### config.mk
export PLATFORM = sky130hd
export DESIGN_NAME = ibmt_ctrl
export DESIGN_NICKNAME = d
export VERILOG_FILES = /design/src/design/ibmt_pkg.sv /design/src/design/ibmt_ctrl.sv
export SDC_FILE = /design/constraint.sdc
export NUM_CORES = 1
export LEC_CHECK = 0
export BUFFER_PORTS_ARGS = -buffer_cell sky130_fd_sc_hd__buf_2
export CELL_PAD_IN_SITES_DETAIL_PLACEMENT = 0
export CELL_PAD_IN_SITES_GLOBAL_PLACEMENT = 1
export CORE_AREA = 2 2 39 41
export CTS_CLUSTER_DIAMETER = 120
export DETAILED_ROUTE_END_ITERATION = 12
export DIE_AREA = 0 0 41 43
export GPL_ROUTABILITY_DRIVEN = 0
export PLACE_DENSITY = 0.57
export REMOVE_ABC_BUFFERS = 1
export SETUP_SLACK_MARGIN = 0.4
export SLEW_MARGIN = 15
export SYNTH_ARGS = -nofsm -noshare
export SYNTH_HDL_FRONTEND = slang
export SYNTH_SLANG_ARGS = --single-unit
### constraint.sdc
create_clock -name clk -period 1.25 [get_ports clk]
set_input_delay 0.375 -clock clk [delete_from_list [all_inputs] [get_ports clk]]
set_output_delay 0.375 -clock clk [all_outputs]
set_load 0.01 [all_outputs]
### src/design/ibmt_pkg.sv
// Package for the inode block map translator: payload structs, command and
// status codes, controller states and the controller/datapath link structs.
// No dependencies.
`timescale 1ns / 1ps
`default_nettype none

package ibmt_pkg;

	// Input item, fields in channel order
	typedef struct packed {
		logic [1:0]  cmd;
		logic [3:0]  map_slot;
		logic [5:0]  store_block;
		logic [8:0]  store_entry;
		logic [31:0] value;
		logic [31:0] logical_block;
	} req_t;

	// Result item
	typedef struct packed {
		logic [3:0]  status;
		logic [31:0] mapped_value;
	} rsp_t;

	// Item commands
	localparam logic [1:0] CMD_MAP_LOAD   = 2'd0;
	localparam logic [1:0] CMD_STORE_LOAD = 2'd1;
	localparam logic [1:0] CMD_TRANSLATE  = 2'd2;

	// Result status codes
	localparam logic [3:0] STAT_OK           = 4'd0;
	localparam logic [3:0] STAT_DIRECT_RANGE = 4'd1;
	localparam logic [3:0] STAT_IND_ZERO     = 4'd2;
	localparam logic [3:0] STAT_IND_RANGE    = 4'd3;
	localparam logic [3:0] STAT_IND_ENTRY    = 4'd4;
	localparam logic [3:0] STAT_DBL_ZERO     = 4'd5;
	localparam logic [3:0] STAT_DBL_RANGE    = 4'd6;
	localparam logic [3:0] STAT_L1_ZERO      = 4'd7;
	localparam logic [3:0] STAT_L1_RANGE     = 4'd8;
	localparam logic [3:0] STAT_DBL_ENTRY    = 4'd9;
	localparam logic [3:0] STAT_TRIPLE       = 4'd10;
	localparam logic [3:0] STAT_BEYOND       = 4'd11;

	// Configuration register indexes
	localparam logic [2:0] CFG_DIRECT_COUNT   = 3'd0;
	localparam logic [2:0] CFG_INDIRECT_SLOT  = 3'd1;
	localparam logic [2:0] CFG_DOUBLE_SLOT    = 3'd2;
	localparam logic [2:0] CFG_TRIPLE_PRESENT = 3'd3;
	localparam logic [2:0] CFG_ZONE_COUNT     = 3'd4;
	localparam logic [2:0] CFG_ENTRIES_LOG2   = 3'd5;
	localparam logic [2:0] CFG_SHORT_ENTRIES  = 3'd6;

	// Configuration reset values
	localparam logic [3:0] RST_DIRECT_COUNT   = 4'd12;
	localparam logic [3:0] RST_INDIRECT_SLOT  = 4'd12;
	localparam logic [3:0] RST_DOUBLE_SLOT    = 4'd13;
	localparam logic       RST_TRIPLE_PRESENT = 1'b1;
	localparam logic [6:0] RST_ZONE_COUNT     = 7'd64;
	localparam logic [3:0] RST_ENTRIES_LOG2   = 4'd8;
	localparam logic       RST_SHORT_ENTRIES  = 1'b0;

	// Controller states
	typedef enum logic [2:0] {
		ST_IDLE,
		ST_DECODE,
		ST_POINTER,
		ST_LEVEL1,
		ST_LEVEL2,
		ST_EMIT
	} fsm_state_t;

	// Which part of the map a logical block falls in
	typedef enum logic [1:0] {
		REG_DIRECT,
		REG_IND,
		REG_DBL,
		REG_BEYOND
	} region_t;

	// Controller to datapath
	typedef struct packed {
		logic accept;
		logic decode;
		logic pointer;
		logic level1;
		logic level2;
		logic emit;
	} ctl_cmd_t;

	// Datapath to controller
	typedef struct packed {
		logic item_translate;
		logic ptr_read;
		logic l1_read;
		logic out_free;
	} dp_status_t;

endpackage

`default_nettype wire

### src/design/ibmt_ctrl.sv
// Controller state machine of the inode block map translator.
// Depends on ibmt_pkg for states and the command/status structs.
`timescale 1ns / 1ps
`default_nettype none

module ibmt_ctrl (
	input  logic                 clk,
	input  logic                 arst_n,
	input  logic                 req_valid,
	output logic                 req_ready,
	input  ibmt_pkg::dp_status_t status,
	output ibmt_pkg::ctl_cmd_t   cmd
);
	import ibmt_pkg::*;

	fsm_state_t state_q;
	fsm_state_t state_d;

	// Hold the state
	always_ff @(posedge clk or negedge arst_n) begin
		if (!arst_n) begin
			state_q <= ST_IDLE;
		end else begin
			state_q <= state_d;
		end
	end

	// Next state
	always_comb begin
		state_d = state_q;
		case (state_q)
			ST_IDLE: begin
				if (req_valid && status.item_translate) state_d = ST_DECODE;
			end
			ST_DECODE: begin
				state_d = ST_POINTER;
			end
			ST_POINTER: begin
				state_d = status.ptr_read ? ST_LEVEL1 : ST_EMIT;
			end
			ST_LEVEL1: begin
				state_d = status.l1_read ? ST_LEVEL2 : ST_EMIT;
			end
			ST_LEVEL2: begin
				state_d = ST_EMIT;
			end
			ST_EMIT: begin
				if (status.out_free) state_d = ST_IDLE;
			end
			default: begin
				state_d = ST_IDLE;
			end
		endcase
	end

	// Commands to the datapath
	always_comb begin
		req_ready   = (state_q == ST_IDLE);
		cmd.accept  = (state_q == ST_IDLE) && req_valid;
		cmd.decode  = (state_q == ST_DECODE);
		cmd.pointer = (state_q == ST_POINTER);
		cmd.level1  = (state_q == ST_LEVEL1);
		cmd.level2  = (state_q == ST_LEVEL2);
		cmd.emit    = (state_q == ST_EMIT);
	end

`ifndef ASSERT_OFF
	a_translate_starts: assert property (@(posedge clk) disable iff (!arst_n)
		req_valid && req_ready && status.item_translate |=> state_q == ST_DECODE)
		else $error("accepted translate did not start decode");

	a_emit_waits: assert property (@(posedge clk) disable iff (!arst_n)
		(state_q == ST_EMIT) && !status.out_free |=> state_q == ST_EMIT)
		else $error("emit left while output register was busy");

	a_level2_order: assert property (@(posedge clk) disable iff (!arst_n)
		state_q == ST_LEVEL2 |-> $past(state_q) == ST_LEVEL1)
		else $error("second store read without first");
`endif

endmodule

`default_nettype wire

==> out/metrics.cfg, run 1 <==
[clock_tree]
numCtsBuffers=3
cts.path.max_buffers=2
clkTransAtPathRegs_ns=0.04
cts_tree=done
htree_levels=1
cts-root-buf=clkbuf_4
clock-sinks=3
clk_latency_ns=0.24

[worst_setup_path]
r2r-end=state_q[2]$_DFFE_PN0P_
path_class=flip-flop to output pin
crit_path_end_kind=output pin
crit_slowest_cell=dfrtp_2
rr_worst_depth=5
r2r_start=state_q[0]$_DFFE_PN0P_
cpLargestDelayFamily=flip-flops
critPathLaunchType=flip-flop
critPathBufInv=1
path_cells=nor3_2 -> and2_1 -> buf_2
required_ns=0.88
crit_path_max_incr_delay_ns=0.43
worst-r2r-setup-slack_ns=0.12
arrival_ns=1.11
path_max_fanout=4

[floorplan]
die_w_um=41
rows=14
core_sq_um=1380
ios=14
fp.dieH_um=43
initial_core_util_pct=14.6
die_area_sq_um=1760

[power_and_ir_drop]
p_per_area_nw_per_um2=2550
ir_worst_vdd_uv=811
finalPower_w=0.00111
leakagePower_nw=0.223

[run]
maxCapViolations=0

[layout]
fillerInstances=157
nets=57
multiInputGateArea_sq_um=148
largest_reg_flops=3
antennaDiodeCount=0
ff_latch_area_sq_um=78.8
top_regs=state_q x3
final_area_sq_um=434
syn_to_final_growth_pct=116
finalNonFillerCells=65
top_register=state_q
final_layout_size_suffix_gt1_share_pct=71.4

[timing]
finalHoldViolations=0
rsz0062_at_grt=yes
max_slew_margin_pct=90.8
period_needed_ns=1.49
fin_crit_sh_pct=119
layout_setup_ws_ns=-0.238
fmax_ghz=0.672
finalSetupViolations=7
fin_worst_skew_ns=0.00490
max_slew.worst_pin.slew_ns=0.138
final_max_slew_viol_count=0

[synthesis]
yosysTopAreaCellShare_pct=37.3
synthFlopType=dfrtp_1
synthDistinctLibCells=15
yosysTopAreaCell=dfrtp_1
synth_edf_count=0
avgSynthCellArea_sq_um=8.39
ys_seq_elements=3
synth_cells=24
synth_commonest_cells=3 x dfrtp_1, 3 x nor2_1
ys_async_sr_fraction_pct=100
yosys-top-cells-area=dfrtp_1 37%, and3_1 6.2%, nand2b_1 6.2%
yosys_warnings=0
netlist_area_sq_um=201
yosysSeqAreaShare_pct=37.3

[min_path]
whs_path_depth=3
hold_path.class=input pin to flip-flop
hp-start=status[2]
hold_path_end=state_q[1]$_DFFE_PN0P_

[grt]
grt_pass1_wl_um=876
antenna_found_initial=0
grt_pass1_vias=218
grt_max_degree=6
track_usage_pct=7.13
gr-total-overflow=0

[placed_design]
postPlaceCellArea_sq_um=327
pre_cts_ws_ns=-0.0119
numPortBuffers=13
dpl.hpwl_um=469
dp.cells=58

[detailed_routing]
drt-initial-drc-count=3
wl_per_cell_um=9.62
drc=0
drt-total-wl_um=625
num_vias=250
ant_nets=0
detail_route.first_pass.iterations=3
viasPerCell=3.85

[outcome]
violations=negative setup slack
outcome=complete, but fails checks

## repair_timing
action                                  CTS  global route
pin swaps                                 3             3
resized for setup                         5            11
hold buffers                              1             0
setup buffers                             1             1
hold endpoints to repair                  3             0
endpoints found under the setup margin   10            10
## worst max path at each step
stage / startpoint / slack [ns] / depth (start not counted) / endpoint
CTS: state_q[2]$_DFFE_PN0P_ / -0.25 / 3 / cmd[5]
finish: state_q[2]$_DFFE_PN0P_ / -0.24 / 3 / cmd[5]
floorplan: state_q[0]$_DFFE_PN0P_ / -0.13 / 2 / cmd[5]
global placement: state_q[0]$_DFFE_PN0P_ / 0.0003 / 4 / cmd[1]
global route: state_q[1]$_DFFE_PN0P_ / -0.29 / 4 / cmd[2]
detailed placement: state_q[1]$_DFFE_PN0P_ / -0.01 / 3 / cmd[5]
## cell type report
class,count,share of cell area [%]
Tap cell,16,4.61
Clock buffer,4,6.05
Multi-Input combinational cell,18,34.0
Timing Repair Buffer,22,35.4
Sequential cell,3,18.2
Inverter,2,1.73
## power by group
group / switching (W) / internal, W / total, W / leakage, nW
Sequential: 0.0000643 / 0.000150 / 0.000215 / 0.0341
Combinational: 0.000288 / 0.000428 / 0.000716 / 0.174
Clock: 0.0000547 / 0.000120 / 0.000175 / 0.0150
## metal layers
layer,share of wire [%],global-route usage [%]
met1,50,10.9
met5,0,0
met4,0,0
met3,11,3.66
met2,39,9.38
## kinds of logic after synthesis
kind of cell	count (synthesis)	share of synthesized area [%]
AND/OR/NAND/NOR	12	33.5
AO/OA/AOI/OAI	6	23.0
flip-flops	3	37.3
buffers and inverters	3	6.21
## cell usage in the layout, fill, tap and decap left out, drive strengths merged, types with 2 or more instances in the layout
cell type  count
nor2b          2
nand2b         2
clkbuf         4
inv            2
and3           2
buf           21
dfrtp          3
nor2           3
a21oi          2
## stage by stage
| step | hold WS (ns) | util, % | setup TNS (ns) |
|---|---|---|---|
| CTS | 0.411 | 27.8 | -1.53 |
| floorplan | 0.0794 | - | -0.128 |
| global route | 0.418 | 31.4 | -1.79 |
| finish | 0.421 | 31.4 | -1.45 |
| detailed placement | 0.176 | 23.6 | -0.0119 |
| global placement | 0.174 | 23.6 | 0 |
## tightest hold or removal path, delay by kind of cell
| family | cells | cell delay, ns |
|---|---|---|
| and+or+nand+nor | 1 | 0.09 |
| AOI/OAI and AO/OA | 1 | 0.05 |
| buffers and inverters | 1 | 0.11 |
(Power assumes the default switching activity.)
==> run 2: changes to the inputs <==
--- a/config.mk
+++ b/config.mk
@@ -9,13 +9,14 @@
 export CELL_PAD_IN_SITES_DETAIL_PLACEMENT = 0
 export CELL_PAD_IN_SITES_GLOBAL_PLACEMENT = 1
 export CORE_AREA = 2 2 39 41
-export CTS_CLUSTER_DIAMETER = 120
+export CTS_CLUSTER_DIAMETER = 80
 export DETAILED_ROUTE_END_ITERATION = 12
 export DIE_AREA = 0 0 41 43
 export GPL_ROUTABILITY_DRIVEN = 0
 export PLACE_DENSITY = 0.57
 export REMOVE_ABC_BUFFERS = 1
 export SETUP_SLACK_MARGIN = 0.4
+export SKIP_CTS_REPAIR_TIMING = 1
 export SLEW_MARGIN = 15
 export SYNTH_ARGS = -nofsm -noshare
 export SYNTH_HDL_FRONTEND = slang
==> out/metrics.cfg, run 2 (synthesis gave the netlist of run 1 again) <==
[layout]
ff_latch_area_sq_um=78.8  ; unchanged
nets=57  ; unchanged
antennaDiodeCount=0  ; unchanged
most-common-layout-cells=11 x buf_2, 6 x buf_6, 4 x buf_4
layout_commonest_cell=buf_2
top_register=state_q
final_util_pct=31.5  ; +0.090 points
syn_to_final_growth_pct=116
fillerInstances=157  ; unchanged
largest_reg_flops=3  ; unchanged
top_regs=state_q x3
multiInputGateArea_sq_um=138  ; -6.8%
final_layout_size_suffix_gt1_share_pct=69.4  ; -2.0 points

[worst_setup_path]
crit_path_end_kind=output pin
path_cells=nor3_2 -> and2_1 -> buf_2
critPathLaunchType=flip-flop
r2r-end=state_q[0]$_DFFE_PN0P_
path_class=flip-flop to output pin
arrival_ns=1.12  ; about the same
r2r_start=state_q[2]$_DFFE_PN0P_
required_ns=0.88  ; about the same
crit_slowest_cell=dfrtp_2
worst-r2r-setup-slack_ns=0.17  ; +0.05 ns
crit_path_max_incr_delay_ns=0.43  ; about the same
rr_worst_depth=3  ; -2
path_max_fanout=4  ; unchanged

[power_and_ir_drop]
p_per_area_nw_per_um2=2590  ; +1.6%
pwr-share-seq_pct=19.1  ; -0.3 points
ir_worst_vdd_uv=1040  ; +28%
finalPower_w=0.00113  ; +1.9%
switchingPower_w=0.000408  ; +0.13%
p_sw_share_pct=36.2  ; -0.64 points
leakagePower_nw=0.218  ; -2.1%
p_comb_share_pct=65.4  ; +0.6 points
p_int_w=0.000718  ; +2.9%
power.share.clock_pct=15.5  ; -0.3 points

[timing]
fmax_ghz=0.669  ; -0.51%
max_slew.worst_pin.slew_ns=0.147  ; +0.00903 ns
fin_worst_skew_ns=0.00490  ; +0.00000334 ns
final_max_slew_viol_count=0  ; unchanged
max_slew_margin_pct=90.2  ; -0.61 points
finalHoldViolations=0  ; unchanged
rsz0062_at_grt=yes
finalSetupViolations=7  ; unchanged
layout_setup_ws_ns=-0.246  ; -0.00759 ns
period_needed_ns=1.50  ; +0.00758 ns
fin_crit_sh_pct=120  ; +0.61 points
finalHoldWorstSlack_ns=0.419  ; -0.00153 ns

[grt]
grt_pass1_wl_um=869  ; -0.80%
track_usage_pct=7.13  ; unchanged
grt_max_degree=8  ; +2
grt_pass1_vias=214  ; -1.8%
use_met3_pct=3.66  ; unchanged
use_met1_pct=10.9  ; unchanged
gr-total-overflow=0  ; unchanged
grt.busiest_layer=met1
met2_usage_pct=9.38  ; unchanged
antenna_found_initial=0  ; unchanged

[min_path]
whs_path_depth=3  ; unchanged
hp-start=status[2]
hold_path.class=input pin to flip-flop
hold_path_end=state_q[1]$_DFFE_PN0P_

[detailed_routing]
num_vias=257  ; +2.8%
detail_route.first_pass.iterations=3  ; unchanged
drt-initial-drc-count=1  ; -2
viasPerCell=3.95  ; +2.8%
wl_per_cell_um=9.69  ; +0.80%
ant_nets=0  ; unchanged
drt-total-wl_um=630  ; +0.80%
drc=0  ; unchanged

[outcome]
outcome=complete, but fails checks
violations=negative setup slack

[floorplan]
initial_core_util_pct=14.6  ; unchanged
die_w_um=41  ; unchanged
core_sq_um=1380  ; unchanged
rows=14  ; unchanged
fp.dieH_um=43  ; unchanged
die_area_sq_um=1760  ; unchanged
ios=14  ; unchanged

[placed_design]
dpl.hpwl_um=469  ; unchanged
numPortBuffers=13  ; unchanged

[clock_tree]
cts.path.max_buffers=2  ; unchanged
cts_tree=done
clock-sinks=3  ; unchanged
numCtsBuffers=3  ; unchanged
clk_latency_ns=0.24  ; about the same
cts-root-buf=clkbuf_4
htree_levels=1  ; unchanged
clkTransAtPathRegs_ns=0.04  ; about the same

[run]
maxCapViolations=0  ; unchanged

==> run 2: how the worst max path moves through the flow <==
stage	start	end	slack (ns)	cells after the start
floorplan	state_q[0]$_DFFE_PN0P_	cmd[5]	-0.13	2
global placement	state_q[0]$_DFFE_PN0P_	cmd[1]	0.0003	4
detailed placement	state_q[1]$_DFFE_PN0P_	cmd[5]	-0.01	3
CTS	state_q[1]$_DFFE_PN0P_	cmd[5]	-0.28	3
global route	state_q[2]$_DFFE_PN0P_	cmd[5]	-0.30	3
finish	state_q[2]$_DFFE_PN0P_	cmd[5]	-0.25	3
==> run 2: cell type report <==
type / count / share of cell area, %
Clock buffer: 4 / 6.03
Inverter: 2 / 2.30
Multi-Input combinational cell: 18 / 31.6
Sequential cell: 3 / 18.1
Tap cell: 16 / 4.60
Timing Repair Buffer: 22 / 37.4
==> run 2: power groups by stage <==
stage / Clock, W / Combinational [W] / Sequential [W]
floorplan: 0 / 0.000239 / 0.000205
global placement: 0 / 0.000525 / 0.000198
detailed placement: 0 / 0.000528 / 0.000194
CTS: 0.000180 / 0.000526 / 0.000198
global route: 0.000188 / 0.000811 / 0.000221
finish: 0.000175 / 0.000737 / 0.000215
==> run 2: stage by stage <==
step / cell area [sq um] / setup WS [ns] / setup TNS (ns) / instances
3_5_place_dp: 327 / -0.0119 / -0.0119 / 58
6_report: 435 / -0.246 / -1.47 / 65
3_3_place_gp: 327 / 0.000294 / 0 / 58
4_1_cts: 353 / -0.279 / -1.59 / 62
5_1_grt: 435 / -0.298 / -1.78 / 65
2_1_floorplan: 196 / -0.128 / -0.128 / 23
==> run 2: critical path: cells and delay by family (launching register included) <==
family | cells | cell delay [ns]
buf+inv | 1 | 0.12
flops | 1 | 0.43
simple gates | 2 | 0.34
==> run 2: layer usage <==
metal	vias to the layer above	part of all wire [%]
li1	136	-
met1	110	49
met2	11	40
met3	0	11
met4	0	0
met5	-	0
